File: src/hdl/bgcd_pkg.sv
// Shared constants, command codes and control structs for the binary GCD core.
package bgcd_pkg;

  localparam int WIDTH  = 32;               // operand width used by the cell row
  localparam int DATA_W = 32;               // width of each stream field
  localparam int TWOS_W = $clog2(WIDTH);    // holds a shared power of two, 0..WIDTH-1

  // Cell commands, broadcast to every cell of the row
  localparam logic [2:0] OP_HOLD   = 3'd0;
  localparam logic [2:0] OP_LOAD   = 3'd1;
  localparam logic [2:0] OP_SHR_AB = 3'd2;
  localparam logic [2:0] OP_SHR_A  = 3'd3;
  localparam logic [2:0] OP_SHR_B  = 3'd4;
  localparam logic [2:0] OP_SUB    = 3'd5;
  localparam logic [2:0] OP_SHL_A  = 3'd6;
  localparam logic [2:0] OP_COPY_B = 3'd7;

  typedef struct packed {
    logic [2:0] op;
    logic       swap;   // with OP_SUB: a <= b, b <= a - b
  } cell_cmd_t;

  typedef struct packed {
    logic a_lsb;
    logic b_lsb;
    logic a_zero;
    logic b_zero;
    logic a_gt_b;       // borrow out of b - a
  } row_status_t;

endpackage

File: src/hdl/bgcd_cell.sv
// One bit slice of the operand row: holds bit i of a and b.
module bgcd_cell
  import bgcd_pkg::*;
(
  input  logic      clk,
  input  cell_cmd_t cmd,
  input  logic      ld_a,
  input  logic      ld_b,
  input  logic      a_hi,     // a bit of the next higher cell
  input  logic      b_hi,
  input  logic      a_lo,     // a bit of the next lower cell
  input  logic      bba_in,   // borrow of b - a from lower cell
  input  logic      bab_in,   // borrow of a - b from lower cell
  output logic      a_q,
  output logic      b_q,
  output logic      bba_out,
  output logic      bab_out
);

  logic a_r, a_nxt;
  logic b_r, b_nxt;
  logic d_ba, d_ab;

  assign d_ba    = b_r ^ a_r ^ bba_in;
  assign bba_out = (~b_r & a_r) | (~(b_r ^ a_r) & bba_in);
  assign d_ab    = a_r ^ b_r ^ bab_in;
  assign bab_out = (~a_r & b_r) | (~(a_r ^ b_r) & bab_in);

  always_comb begin
    a_nxt = a_r;
    b_nxt = b_r;
    unique case (cmd.op)
      OP_HOLD: begin
      end
      OP_LOAD: begin
        a_nxt = ld_a;
        b_nxt = ld_b;
      end
      OP_SHR_AB: begin
        a_nxt = a_hi;
        b_nxt = b_hi;
      end
      OP_SHR_A: a_nxt = a_hi;
      OP_SHR_B: b_nxt = b_hi;
      OP_SUB: begin
        if (cmd.swap) begin
          a_nxt = b_r;
          b_nxt = d_ab;
        end else begin
          b_nxt = d_ba;
        end
      end
      OP_SHL_A:  a_nxt = a_lo;
      OP_COPY_B: a_nxt = b_r;
      default: begin
      end
    endcase
  end

  always_ff @(posedge clk) begin
    a_r <= a_nxt;
    b_r <= b_nxt;
  end

  assign a_q = a_r;
  assign b_q = b_r;

endmodule

File: src/hdl/bgcd_ctrl.sv
// Sequencer: steps the cell row through the Stein reduction and owns the handshakes.
module bgcd_ctrl
  import bgcd_pkg::*;
(
  input  logic        clk,
  input  logic        rst_n,
  input  logic        in_tvalid,
  output logic        in_tready,
  output logic        out_tvalid,
  input  logic        out_tready,
  input  row_status_t st,
  output cell_cmd_t   cmd,
  output logic        out_load
);

  localparam logic [2:0] S_IDLE = 3'd0;
  localparam logic [2:0] S_CHK  = 3'd1;
  localparam logic [2:0] S_TWOS = 3'd2;
  localparam logic [2:0] S_ODDA = 3'd3;
  localparam logic [2:0] S_LOOP = 3'd4;
  localparam logic [2:0] S_SHL  = 3'd5;
  localparam logic [2:0] S_DONE = 3'd6;

  logic [2:0]        state_r, state_nxt;
  logic [TWOS_W-1:0] twos_r, twos_nxt;
  logic              ovalid_r, ovalid_nxt;
  logic              out_free;

  assign in_tready  = (state_r == S_IDLE);
  assign out_tvalid = ovalid_r;
  assign out_free   = ~ovalid_r | out_tready;

  always_comb begin
    state_nxt  = state_r;
    twos_nxt   = twos_r;
    ovalid_nxt = ovalid_r & ~out_tready;
    cmd.op     = OP_HOLD;
    cmd.swap   = st.a_gt_b;
    out_load   = 1'b0;
    unique case (state_r)
      S_IDLE: begin
        if (in_tvalid) begin
          cmd.op    = OP_LOAD;
          twos_nxt  = '0;
          state_nxt = S_CHK;
        end
      end
      S_CHK: begin
        priority if (st.a_zero) begin
          cmd.op    = OP_COPY_B;
          state_nxt = S_DONE;
        end else if (st.b_zero) begin
          state_nxt = S_DONE;
        end else begin
          state_nxt = S_TWOS;
        end
      end
      S_TWOS: begin
        if (!st.a_lsb && !st.b_lsb) begin
          cmd.op   = OP_SHR_AB;
          twos_nxt = twos_r + 1'b1;
        end else begin
          state_nxt = S_ODDA;
        end
      end
      S_ODDA: begin
        if (!st.a_lsb) cmd.op = OP_SHR_A;
        else           state_nxt = S_LOOP;
      end
      S_LOOP: begin
        priority if (st.b_zero) begin
          state_nxt = S_SHL;
        end else if (!st.b_lsb) begin
          cmd.op = OP_SHR_B;
        end else begin
          cmd.op = OP_SUB;
        end
      end
      S_SHL: begin
        if (twos_r != '0) begin
          cmd.op   = OP_SHL_A;
          twos_nxt = twos_r - 1'b1;
        end else begin
          state_nxt = S_DONE;
        end
      end
      S_DONE: begin
        if (out_free) begin
          out_load   = 1'b1;
          ovalid_nxt = 1'b1;
          state_nxt  = S_IDLE;
        end
      end
      default: state_nxt = S_IDLE;
    endcase
  end

  always_ff @(posedge clk) begin
    if (!rst_n) begin
      state_r  <= S_IDLE;
      ovalid_r <= 1'b0;
      twos_r   <= '0;
    end else begin
      state_r  <= state_nxt;
      ovalid_r <= ovalid_nxt;
      twos_r   <= twos_nxt;
    end
  end

endmodule

File: src/hdl/binary_gcd_core.sv
// Top level of the binary (Stein) GCD core: cell row, sequencer and result register.
//
// Takes one word of two unsigned operands and returns one word holding their
// greatest common divisor; a zero operand yields the other operand, so
// gcd(0,0) = 0. The operands sit in a row of WIDTH one-bit cells that shift
// right, shift left or subtract together under one command per cycle; a
// sequencer strips the shared factors of two, makes a odd, then alternates
// shifting b and ordered subtraction until b is zero, and shifts the shared
// twos back in. One pair at a time is in flight. Latency is data dependent.
// A zero operand skips the reduction; otherwise each shift, each subtraction
// and each restored factor of two takes its own command. A result that
// finds the output register still full waits until that register is free.
// The critical path is the WIDTH-bit borrow ripple through the cells. A
// finished result waits in an output register, so the next pair is
// accepted while the previous result is still waiting to be taken.
module binary_gcd_core
  import bgcd_pkg::*;
(
  input  logic                clk,
  input  logic                rst_n,
  // input stream
  input  logic                in_tvalid,
  output logic                in_tready,
  input  logic [2*DATA_W-1:0] in_tdata,   // [31:0] operand_a, [63:32] operand_b
  // result stream
  output logic                out_tvalid,
  input  logic                out_tready,
  output logic [DATA_W-1:0]   out_tdata   // [31:0] divisor
);

  logic [WIDTH-1:0]  a_vec, b_vec;
  logic [WIDTH-1:0]  ld_a, ld_b;
  logic [WIDTH:0]    bba, bab;       // borrow chains for b - a and a - b
  logic [DATA_W-1:0] result_word;
  logic [DATA_W-1:0] divisor_r;
  cell_cmd_t         cmd;
  row_status_t       st;
  logic              out_load;

  assign bba[0] = 1'b0;
  assign bab[0] = 1'b0;

  // operand bits beyond the field width load as zero
  genvar gi;
  generate
    for (gi = 0; gi < WIDTH; gi++) begin : g_ld
      if (gi < DATA_W) begin : g_in
        assign ld_a[gi] = in_tdata[gi];
        assign ld_b[gi] = in_tdata[DATA_W + gi];
      end else begin : g_pad
        assign ld_a[gi] = 1'b0;
        assign ld_b[gi] = 1'b0;
      end
    end
  endgenerate

  // the cell row; ends of the shift chains see zero
  generate
    for (gi = 0; gi < WIDTH; gi++) begin : g_cell
      logic a_hi, b_hi, a_lo;
      if (gi == WIDTH - 1) begin : g_top
        assign a_hi = 1'b0;
        assign b_hi = 1'b0;
      end else begin : g_mid
        assign a_hi = a_vec[gi+1];
        assign b_hi = b_vec[gi+1];
      end
      if (gi == 0) begin : g_bot
        assign a_lo = 1'b0;
      end else begin : g_up
        assign a_lo = a_vec[gi-1];
      end
      bgcd_cell u_cell (
        .clk     (clk),
        .cmd     (cmd),
        .ld_a    (ld_a[gi]),
        .ld_b    (ld_b[gi]),
        .a_hi    (a_hi),
        .b_hi    (b_hi),
        .a_lo    (a_lo),
        .bba_in  (bba[gi]),
        .bab_in  (bab[gi]),
        .a_q     (a_vec[gi]),
        .b_q     (b_vec[gi]),
        .bba_out (bba[gi+1]),
        .bab_out (bab[gi+1])
      );
    end
  endgenerate

  // row flags for the sequencer
  assign st.a_lsb  = a_vec[0];
  assign st.b_lsb  = b_vec[0];
  assign st.a_zero = ~|a_vec;
  assign st.b_zero = ~|b_vec;
  assign st.a_gt_b = bba[WIDTH];

  bgcd_ctrl u_ctrl (
    .clk        (clk),
    .rst_n      (rst_n),
    .in_tvalid  (in_tvalid),
    .in_tready  (in_tready),
    .out_tvalid (out_tvalid),
    .out_tready (out_tready),
    .st         (st),
    .cmd        (cmd),
    .out_load   (out_load)
  );

  // result always ends up in a
  generate
    for (gi = 0; gi < DATA_W; gi++) begin : g_res
      if (gi < WIDTH) begin : g_bit
        assign result_word[gi] = a_vec[gi];
      end else begin : g_zero
        assign result_word[gi] = 1'b0;
      end
    end
  endgenerate

  always_ff @(posedge clk) begin
    if (out_load) divisor_r <= result_word;
  end

  assign out_tdata = divisor_r;

endmodule

File: config.mk
export PLATFORM = sky130hd
export DESIGN_NAME = binary_gcd_core
export DESIGN_NICKNAME = d
export VERILOG_FILES = /design/src/hdl/bgcd_pkg.sv /design/src/hdl/bgcd_cell.sv /design/src/hdl/bgcd_ctrl.sv /design/src/hdl/binary_gcd_core.sv
export SDC_FILE = /design/constraint.sdc
export NUM_CORES = 1
export LEC_CHECK = 0
export BUFFER_PORTS_ARGS = -buffer_cell sky130_fd_sc_hd__buf_4
export CAP_MARGIN = 10
export CELL_PAD_IN_SITES_DETAIL_PLACEMENT = 0
export CELL_PAD_IN_SITES_GLOBAL_PLACEMENT = 2
export CORE_MARGIN = 2
export CORE_UTILIZATION = 40
export DETAILED_ROUTE_END_ITERATION = 16
export HOLD_SLACK_MARGIN = 0.06
export PLACE_DENSITY = 0.89
export SLEW_MARGIN = 10
export SYNTH_ARGS = -nofsm -noshare
export SYNTH_HDL_FRONTEND = slang
export SYNTH_SLANG_ARGS = --single-unit
File: constraint.sdc
create_clock -name clk -period 8.75 [get_ports clk]
set_input_delay 0.4375 -clock clk [delete_from_list [all_inputs] [get_ports clk]]
set_output_delay 0.4375 -clock clk [all_outputs]
set_load 0.005 [all_outputs]
==> results.ini, run 1 <==
[cts]
cts_tree=built
cts_hold_buf=0
clockBufferDepth=2
root_buffer=clkbuf_16
cts_setup_buffers=0
cts.reportedPaths.clkPinSlew_ns=0.07
clock_latency_ns=0.36
htree_levels=3
postCtsResizedCells=0
cts_buffers=9
cts.sinks=105

[critical_path]
worst_setup_path_start_kind=flip-flop
r2r_cells=11
r2r_start=g_cell[8].u_cell.a_q
crit_path_end_kind=flip-flop
cp-startpoint=g_cell[8].u_cell.a_q
timing.rr.end=g_cell[17].u_cell.a_q
r2r_slack_ns=4.38
crit_fanout=32
path_class=reg -> reg
arrival_ns=4.37
endpoint=g_cell[17].u_cell.a_q
required_ns=8.75

[grt]
met2_usage_pct=37.52
grt_overflow_total=0
grt_pass1_vias=6448
met3_usage_pct=4.032
gr-usage-met1_pct=32.64
grtUsageTotal_pct=23.48
antenna_found_initial=0
grt_start_max_net_pins=49
grt_pass1_wl_mm=36.97
top_usage_layer=met2

[place]
io_buffer_count=101
gp_congestion=0.8562
placed_area_sq_um=8886
post-dp-hpwl_mm=16.94

[hold_path]
hold_path_class=in -> reg

[synth]
synth_enable_flop_cells=96
yosysSeqAreaShare_pct=39.12
synth.avg_cell_area_sq_um=9.466
ys.flop_type=edfxtp_1
ys_ff_latch=105
syn-instance-count=827
ys_types=61
async_reset_ff_share_pct=0
ys_warn_count=0
syn_area_sq_um=7829
synth_nets=963

[sta]
tightest_slew_ns=0.9812
slew_headroom_pct=34.59
clock.fmax_mhz=228.6
fin_skew_ns=0.009663
fin_crit_ns=4.375
final-hold-violation-count=0
period_share_pct=49.99
rsz0062_at_grt=no
setup_viol=0
final.setup.tns_ns=0
slew_viol_final=0

[routing]
drtPass1Iterations=5
drc=0
drt_iter0_markers=714
drt_wl_total_mm=23.88
wire_per_inst_um=20.22
vias_per_cell=5.677
num_vias=6705
ant_nets=0

[flow_run]
maxCapViolations=0

[cells_and_area]
nNetsFinal=1047
post_route_cells_drive_above_1_share_pct=16.92
areaGrowthSynthToFinish_pct=18.09
fin_area_sq_um=9245
fillers=1877
regArea_sq_um=3063
diodes=0
multiInputGateArea_sq_um=4362

[pwr]
internal_power_mw=1.591
power_density_nw_per_um2=300.6
p_comb_share_pct=50.9
leakagePower_nw=3.818
vdd_ir_drop_max_mv=0.1282
power.total_mw=2.779
p_seq_share_pct=30.9
clkPwrFrac_pct=18.2
switching_power_mw=1.188
swShare_pct=42.76

[floorplanning]
pin_count=102
die-area_sq_um=20710
die_w_um=143.9
rows=51
initial_utilization_pct=40.49
core_area_sq_um=19330
fp.dieH_um=143.9

[status]
status=finished clean

kinds of logic after synthesis:
| logic type | after synthesis | synth area share [%] |
|---|---|---|
| compound gates | 281 | 24.52 |
| xor+xnor | 33 | 3.692 |
| buf+inv | 116 | 5.801 |
| simple gates | 204 | 13.22 |
| mux | 20 | 2.685 |
| fa+ha+maj | 68 | 10.96 |
| flops | 105 | 39.12 |
metrics by stage:
stage | hold WS [ns] | util, % | cells | setup WS, ns
4_1_cts | 0.3425 | 47.82 | 1181 | 4.400
3_3_place_gp | 0.4824 | 45.96 | 1165 | 4.471
5_1_grt | 0.3505 | 47.82 | 1181 | 4.082
2_1_floorplan | 0.4632 | - | 827 | 4.382
3_5_place_dp | 0.5096 | 45.96 | 1165 | 4.400
6_report | 0.3475 | 47.82 | 1181 | 4.375
registers in the layout, summed over array words and instances, names as in the netlist:
name               flops
g_cell.u_cell.a_q     32
g_cell.u_cell.b_q     32
out_tdata             32
u_ctrl.twos_r          5
u_ctrl.state_r         3
u_ctrl.out_tvalid      1
worst max-delay path, stage by stage, from the launching register on:
cell      delay (ns)
edfxtp_1        0.48
inv_1           0.07
ha_1            0.42
nand3_1         0.12
o21bai_1        0.17
a32oi_1         0.32
and3_1          0.31
o41ai_4         0.10
o21bai_2        0.69
inv_1           0.58
a21oi_4         0.26
buf_4           0.47
worst min-delay path by stage:
stage	start	endpoint	slack, ns	cells after the start
3_5_place_dp	u_ctrl.twos_r[4]	u_ctrl.twos_r[4]	0.51	2
2_1_floorplan	u_ctrl.twos_r[4]	u_ctrl.twos_r[4]	0.46	2
3_3_place_gp	u_ctrl.twos_r[4]	u_ctrl.twos_r[4]	0.48	2
5_1_grt	rst_n	u_ctrl.twos_r[0]	0.35	2
6_report	rst_n	u_ctrl.out_tvalid	0.35	2
4_1_cts	rst_n	u_ctrl.out_tvalid	0.34	2
routing by layer:
metal | share of wire [%] | vias to the layer above
met5 | 0 | -
met4 | 1.9 | 0
met3 | 5.9 | 26
met2 | 46 | 223
met1 | 46 | 3212
li1 | - | 3244
cells in the mapped netlist (3+ instances only):
| cell type | number | area (sq um) |
|---|---|---|
| a211o_1 | 5 | 43.79 |
| a211oi_1 | 3 | 22.52 |
| a21boi_0 | 4 | 30.03 |
| a21o_1 | 17 | 127.6 |
| a21oi_1 | 28 | 140.1 |
| a221oi_2 | 3 | 45.04 |
| a22oi_1 | 63 | 473.0 |
| a31oi_1 | 7 | 43.79 |
| and2_1 | 29 | 181.4 |
| buf_2 | 3 | 15.01 |
| clkbuf_1 | 33 | 123.9 |
| dfxtp_1 | 9 | 180.2 |
| edfxtp_1 | 96 | 2883 |
| ha_1 | 67 | 838.3 |
| inv_1 | 77 | 289.0 |
| mux2_2 | 4 | 45.04 |
| mux2i_1 | 15 | 150.1 |
| nand2_1 | 56 | 210.2 |
| nand2b_1 | 5 | 31.28 |
| nand3_1 | 19 | 95.09 |
| nand4_1 | 9 | 56.30 |
| nor2_1 | 34 | 127.6 |
| nor2b_1 | 6 | 37.54 |
| nor3_1 | 12 | 60.06 |
| nor4_1 | 16 | 100.1 |
| o211ai_1 | 35 | 262.8 |
| o21a_1 | 9 | 67.56 |
| o21ai_0 | 76 | 380.4 |
| o21ai_1 | 10 | 50.05 |
| o21bai_1 | 4 | 30.03 |
| or3_1 | 3 | 18.77 |
| xnor2_1 | 19 | 166.4 |
| xor2_1 | 14 | 122.6 |
area by class of cell:
cell class              count  share of cell area (%)
repair buffers            112                   9.095
clock inverters             6                   1.407
well taps                 265                   3.586
clock buffers              10                   2.477
multi-input cells         606                   47.18
inverters                  77                   3.126
flip-flops and latches    105                   33.13
cells in the final DEF (no fill, tap or decap), drive strengths merged, types with 19 or more instances in the layout:
cell,netlist,routed
a21oi,28,28
a22oi,63,63
and2,31,31
buf,6,112
edfxtp,96,96
ha,67,67
inv,77,77
nand2,56,56
nand3,19,19
nor2,34,34
o211ai,35,35
o21ai,86,86
xnor2,19,19
power groups by stage:
stage | clock [mW] | sequential (mW) | combinational, mW
2_1_floorplan | 0 | 0.801 | 1.08
4_1_cts | 0.517 | 0.858 | 1.40
3_5_place_dp | 0 | 0.868 | 1.39
5_1_grt | 0.532 | 0.876 | 1.56
3_3_place_gp | 0 | 0.867 | 1.41
6_report | 0.505 | 0.860 | 1.41
Note: power is estimated with default switching activity, not from simulation.
==> run 2, diff against run 1 <==
--- a/config.mk
+++ b/config.mk
@@ -10,10 +10,10 @@
 export CELL_PAD_IN_SITES_DETAIL_PLACEMENT = 0
 export CELL_PAD_IN_SITES_GLOBAL_PLACEMENT = 2
 export CORE_MARGIN = 2
-export CORE_UTILIZATION = 40
+export CORE_UTILIZATION = 33
 export DETAILED_ROUTE_END_ITERATION = 16
 export HOLD_SLACK_MARGIN = 0.06
-export PLACE_DENSITY = 0.89
+export PLACE_DENSITY = 0.79
 export SLEW_MARGIN = 10
 export SYNTH_ARGS = -nofsm -noshare
 export SYNTH_HDL_FRONTEND = slang
==> constraint.sdc (replaced) <==
create_clock -name clk -period 3.8 [get_ports clk]
set_input_delay 0.19 -clock clk [delete_from_list [all_inputs] [get_ports clk]]
set_output_delay 0.19 -clock clk [all_outputs]
set_load 0.005 [all_outputs]
==> results.ini, run 2 (synthesis gave the netlist of run 1 again) <==
[cts]
cts.sinks=105  ; unchanged
cts_buffers=9  ; unchanged
clockBufferDepth=2  ; unchanged
cts_hold_buf=0  ; unchanged
clock_latency_ns=0.36  ; about the same
htree_levels=3  ; unchanged
root_buffer=clkbuf_16
cts.reportedPaths.clkPinSlew_ns=0.07  ; about the same
cts_tree=built

[grt]
top_usage_layer=met2
antenna_found_initial=0  ; unchanged
grt_pass1_vias=6734  ; +4.4%
met3_usage_pct=3.230  ; -0.80 points
grt_pass1_wl_mm=38.36  ; +3.8%
grt_start_max_net_pins=48  ; -2.0%
met2_usage_pct=31.88  ; -5.6 points
gr-usage-met1_pct=28.96  ; -3.7 points
grtUsageTotal_pct=20.10  ; -3.4 points
grt_overflow_total=0  ; unchanged

[floorplanning]
initial_utilization_pct=33.45  ; -7.0 points
rows=56  ; +9.8%
fp.dieH_um=158.0  ; +9.8%
die-area_sq_um=24970  ; +21%
pin_count=102  ; unchanged
core_area_sq_um=23400  ; +21%
die_w_um=158.0  ; +9.8%

[sta]
rsz0062_at_grt=no
slew_viol_final=0  ; unchanged
tightest_slew_ns=1.082  ; +0.1006 ns
period_share_pct=95.19  ; +45 points
final.setup.tns_ns=0  ; unchanged
clock.fmax_mhz=276.4  ; +21%
setup_viol=0  ; unchanged
fin_skew_ns=0.008787  ; -0.0008759 ns
hold_ws_ns=0.1196  ; -0.2279 ns
fin_crit_ns=3.617  ; -0.7571 ns
slew_headroom_pct=27.62  ; -7.0 points
final-hold-violation-count=0  ; unchanged

[pwr]
power_density_nw_per_um2=673.1  ; +120%
vdd_ir_drop_max_mv=0.2352  ; +84%
leakagePower_nw=3.997  ; +4.7%

[cells_and_area]
regArea_sq_um=3063  ; unchanged
layout_common_cells=buf_4, edfxtp_1, inv_1
layout_commonest_cell=buf_4
areaGrowthSynthToFinish_pct=23.19
nNetsFinal=1086  ; +3.7%
post_route_cells_drive_above_1_share_pct=20.21  ; +3.3 points
fillers=2382  ; +27%
diodes=0  ; unchanged
multiInputGateArea_sq_um=4373  ; +0.26%

[critical_path]
path_class=reg -> reg
r2r_cells=13  ; +2
crit_path_end_kind=flip-flop
worst_setup_path_start_kind=flip-flop
required_ns=3.90  ; -4.85 ns
arrival_ns=3.72  ; -0.65 ns
crit_fanout=17  ; -47%

[routing]
vias_per_cell=5.293  ; -6.8%
wire_per_inst_um=19.41  ; -4.0%
drt_wl_total_mm=24.73  ; +3.6%
drc=0  ; unchanged
num_vias=6743  ; +0.57%
ant_nets=0  ; unchanged
drt_iter0_markers=505  ; -29%
drtPass1Iterations=4  ; -1

[place]
gp_congestion=0.8740  ; +2.1%
post-dp-hpwl_mm=18.72  ; +11%
io_buffer_count=101  ; unchanged

[flow_run]
maxCapViolations=0  ; unchanged

[status]
status=finished clean

[hold_path]
hold_path_class=in -> reg
whs_path_depth=2  ; unchanged

==> run 2: cell types whose count changed in the layout (fill, tap and decap cells not counted), moves of 2 or more <==
| cell | change |
|---|---|
| buf_12 | +7 |
| clkinv_1 | +2 |
| clkinv_2 | -2 |
| bufinv_16 | -3 |
| buf_4 | +31 |
| clkinvlp_4 | +2 |
==> run 2: final timing paths <==
check,start,to,slack [ns]
worst min register to register,u_ctrl.twos_r[4],u_ctrl.twos_r[4],0.50
worst min-delay path,rst_n,u_ctrl.out_tvalid,0.12
worst max-delay path,g_cell[13].u_cell.a_q,g_cell[5].u_cell.b_q,0.18
worst max register to register,g_cell[13].u_cell.a_q,g_cell[5].u_cell.b_q,0.18
==> run 2: metal layers <==
metal	part of all wire (%)	vias to the layer above
li1	-	3326
met1	50	3226
met2	45	174
met3	4.4	17
met4	1.2	0
met5	0	-
==> run 2: through the flow <==
step	area (sq um)	util [%]	std cells	setup WS, ns	total power [mW]
4_1_cts	9625	41.13	1272	0.04773	6.490
5_1_grt	9644	41.21	1274	0.03488	6.945
6_report	9644	41.21	1274	0.1826	6.492
3_5_place_dp	9330	39.87	1256	0.06009	5.493
2_1_floorplan	7840	-	827	0.1483	4.324
3_3_place_gp	9330	39.87	1256	0.1022	5.519
==> run 2: critical path, cell delays in order, from the launching register on <==
cell	delay (ns)
edfxtp_1	0.40
inv_1	0.06
ha_1	0.30
a21o_1	0.22
a2111oi_4	0.41
o21ai_1	0.12
or4b_4	0.51
o41ai_4	0.29
o21bai_2	0.14
buf_12	0.17
mux2i_1	0.17
a221oi_1	0.34
xnor2_1	0.16
o21ai_1	0.07
==> run 2: area by class of cell <==
cell class | count | area share [%]
clock buffers | 9 | 2.335
inverters | 77 | 2.997
flip-flops and latches | 105 | 31.76
multi-input cells | 606 | 45.34
well taps | 319 | 4.139
repair buffers | 151 | 12.70
clock inverters | 7 | 0.7265
==> run 2: repair_timing <==
action / 4_1_cts / 5_1_grt
setup buffers: 0 / 2
setup endpoints to repair: 0 / 37
resized for setup: 0 / 1
==> run 2: report_power, final <==
part	switching, mW	total [mW]	internal [mW]
sequential	0.295	1.91	1.61
combinational	2.04	3.61	1.57
clock	0.459	0.970	0.511
==> run 3, diff against run 2 <==
--- a/config.mk
+++ b/config.mk
@@ -10,10 +10,10 @@
 export CELL_PAD_IN_SITES_DETAIL_PLACEMENT = 0
 export CELL_PAD_IN_SITES_GLOBAL_PLACEMENT = 2
 export CORE_MARGIN = 2
-export CORE_UTILIZATION = 33
+export CORE_UTILIZATION = 40
 export DETAILED_ROUTE_END_ITERATION = 16
 export HOLD_SLACK_MARGIN = 0.06
-export PLACE_DENSITY = 0.79
+export PLACE_DENSITY = 0.89
 export SLEW_MARGIN = 10
 export SYNTH_ARGS = -nofsm -noshare
 export SYNTH_HDL_FRONTEND = slang
==> constraint.sdc (replaced) <==
create_clock -name clk -period 4.6 [get_ports clk]
set_input_delay 0.23 -clock clk [delete_from_list [all_inputs] [get_ports clk]]
set_output_delay 0.23 -clock clk [all_outputs]
set_load 0.005 [all_outputs]
==> results.ini, run 3 (synthesis gave the netlist of run 1 again) <==
[status]
status=finished clean

[routing]
drt_iter0_markers=662  ; +31%
ant_nets=0  ; unchanged
drt_wl_total_mm=23.66  ; -4.3%
vias_per_cell=5.703  ; +7.7%
wire_per_inst_um=19.88  ; +2.4%
drc=0  ; unchanged
drtPass1Iterations=5  ; +1
num_vias=6786  ; +0.64%

[cts]
clockBufferDepth=2  ; unchanged
cts_hold_buf=0  ; unchanged
root_buffer=clkbuf_16
cts.reportedPaths.clkPinSlew_ns=0.07  ; about the same
cts_buffers=9  ; unchanged
cts.sinks=105  ; unchanged
cts_tree=built
htree_levels=3  ; unchanged
clock_latency_ns=0.37  ; about the same
cts_setup_buffers=0  ; unchanged
postCtsResizedCells=0  ; unchanged

[cells_and_area]
regArea_sq_um=3063  ; unchanged
post_route_cells_drive_above_1_share_pct=17.84  ; -2.4 points
layout.cells.non_filler=1190  ; -6.6%
nNetsFinal=1056  ; -2.8%
fillers=1883  ; -21%
diodes=0  ; unchanged
areaGrowthSynthToFinish_pct=18.41
layout_common_cells=buf_4, edfxtp_1, inv_1
layout_commonest_cell=buf_4
multiInputGateArea_sq_um=4362  ; -0.26%

[floorplanning]
fp.dieH_um=143.9  ; -8.9%
rows=51  ; -8.9%
core_area_sq_um=19330  ; -17%
pin_count=102  ; unchanged
initial_utilization_pct=40.49  ; +7.0 points
die-area_sq_um=20710  ; -17%
die_w_um=143.9  ; -8.9%

[grt]
gr-usage-met1_pct=35.33  ; +6.4 points
grt_pass1_wl_mm=37.02  ; -3.5%
grt_pass1_vias=6394  ; -5.0%
antenna_found_initial=0  ; unchanged
met2_usage_pct=35.71  ; +3.8 points
grtUsageTotal_pct=23.56  ; +3.5 points
grt_overflow_total=0  ; unchanged
top_usage_layer=met2
grt_start_max_net_pins=38  ; -21%
met3_usage_pct=3.366  ; +0.14 points

[sta]
setup_viol=0  ; unchanged
fin_crit_ns=4.021  ; +0.4032 ns
period_share_pct=87.40  ; -7.8 points
clock.fmax_mhz=248.7  ; -10%
final-hold-violation-count=0  ; unchanged
tightest_slew_ns=1.185  ; +0.1030 ns
slew_viol_final=0  ; unchanged
worst_slack_ns=0.5794  ; +0.3968 ns
rsz0062_at_grt=no
slew_headroom_pct=20.59  ; -7.0 points
fin_skew_ns=0.007339  ; -0.001448 ns
final.setup.tns_ns=0  ; unchanged

[place]
post-dp-hpwl_mm=17.41  ; -7.0%
dp_cells=1174  ; -6.5%
io_buffer_count=101  ; unchanged
gp_congestion=0.8710  ; -0.34%
place_ws_ns=0.6420  ; +0.5819 ns

[pwr]
vdd_ir_drop_max_mv=0.2183  ; -7.2%
power_density_nw_per_um2=554.7  ; -18%
leakagePower_nw=3.830  ; -4.2%

[critical_path]
path_class=reg -> reg
cp_cell_sequence=inv_1 > ha_1 > a21o_1 > a2111oi_4 > o21ai_1 > or4b_4 > o41ai_4 > o21bai_2 > buf_4 > mux2i_1 > a221oi_1 > xnor2_1 > o21ai_1
arrival_ns=4.13  ; +0.41 ns
timing.critical_path.buf_inv=2  ; unchanged
critPathMaxStageDelay_ns=0.51  ; about the same
crit_path_top_delay_cell=or4b_4
worst_setup_path_start_kind=flip-flop
crit_fanout=37  ; +20
crit_family=compound AO/OA/AOI/OAI gates
crit_path_end_kind=flip-flop
cpMostUsedCell=o21ai_1
required_ns=4.71  ; +0.81 ns

[hold_path]
hold_path_class=in -> reg

[flow_run]
maxCapViolations=0  ; unchanged

==> run 3: power by group <==
part / total [mW] / switching (mW) / internal (mW)
logic: 2.70 / 1.58 / 1.12
clock network: 0.817 / 0.389 / 0.428
registers: 1.63 / 0.291 / 1.34
==> run 3: per-stage QoR <==
stage	total power, mW	cell area, sq um	utilization (%)	hold slack (ns)
floorplan	3.572	7829	-	0.3475
global placement	4.316	8966	46.37	0.4813
detailed placement	4.302	8966	46.37	0.4965
CTS	5.134	9270	47.95	0.1436
global route	5.525	9270	47.95	0.1650
finish	5.142	9270	47.95	0.1449
==> run 3: cell type report <==
class                   count  share of cell area [%]
inverters                  77                   3.118
repair buffers            121                   9.934
well taps                 265                   3.577
multi-input cells         606                   47.05
clock inverters             7                  0.8503
clock buffers               9                   2.429
flip-flops and latches    105                   33.04
==> run 3: path summary, 6_finish.rpt <==
check	slack (ns)	cells after the start	start	endpoint
hold reg to reg	0.50	2	u_ctrl.twos_r[4]	u_ctrl.twos_r[4]
hold / removal	0.14	2	rst_n	u_ctrl.out_tvalid
setup reg to reg	0.58	13	g_cell[13].u_cell.a_q	g_cell[13].u_cell.b_q
setup / recovery	0.58	13	g_cell[13].u_cell.a_q	g_cell[13].u_cell.b_q
==> run 3: worst register-to-register path: stages, from the launching register on <==
cell,delay [ns]
edfxtp_1,0.45
inv_1,0.07
ha_1,0.38
a21o_1,0.25
a2111oi_4,0.39
o21ai_1,0.12
or4b_4,0.51
o41ai_4,0.39
o21bai_2,0.10
buf_4,0.27
mux2i_1,0.23
a221oi_1,0.35
xnor2_1,0.18
o21ai_1,0.08
==> run 3: per-layer routing <==
metal / up-vias / routed length, um
li1: 3263 / -
met1: 3285 / 11660
met2: 213 / 10340
met3: 25 / 1311
met4: 0 / 345
met5: - / 0
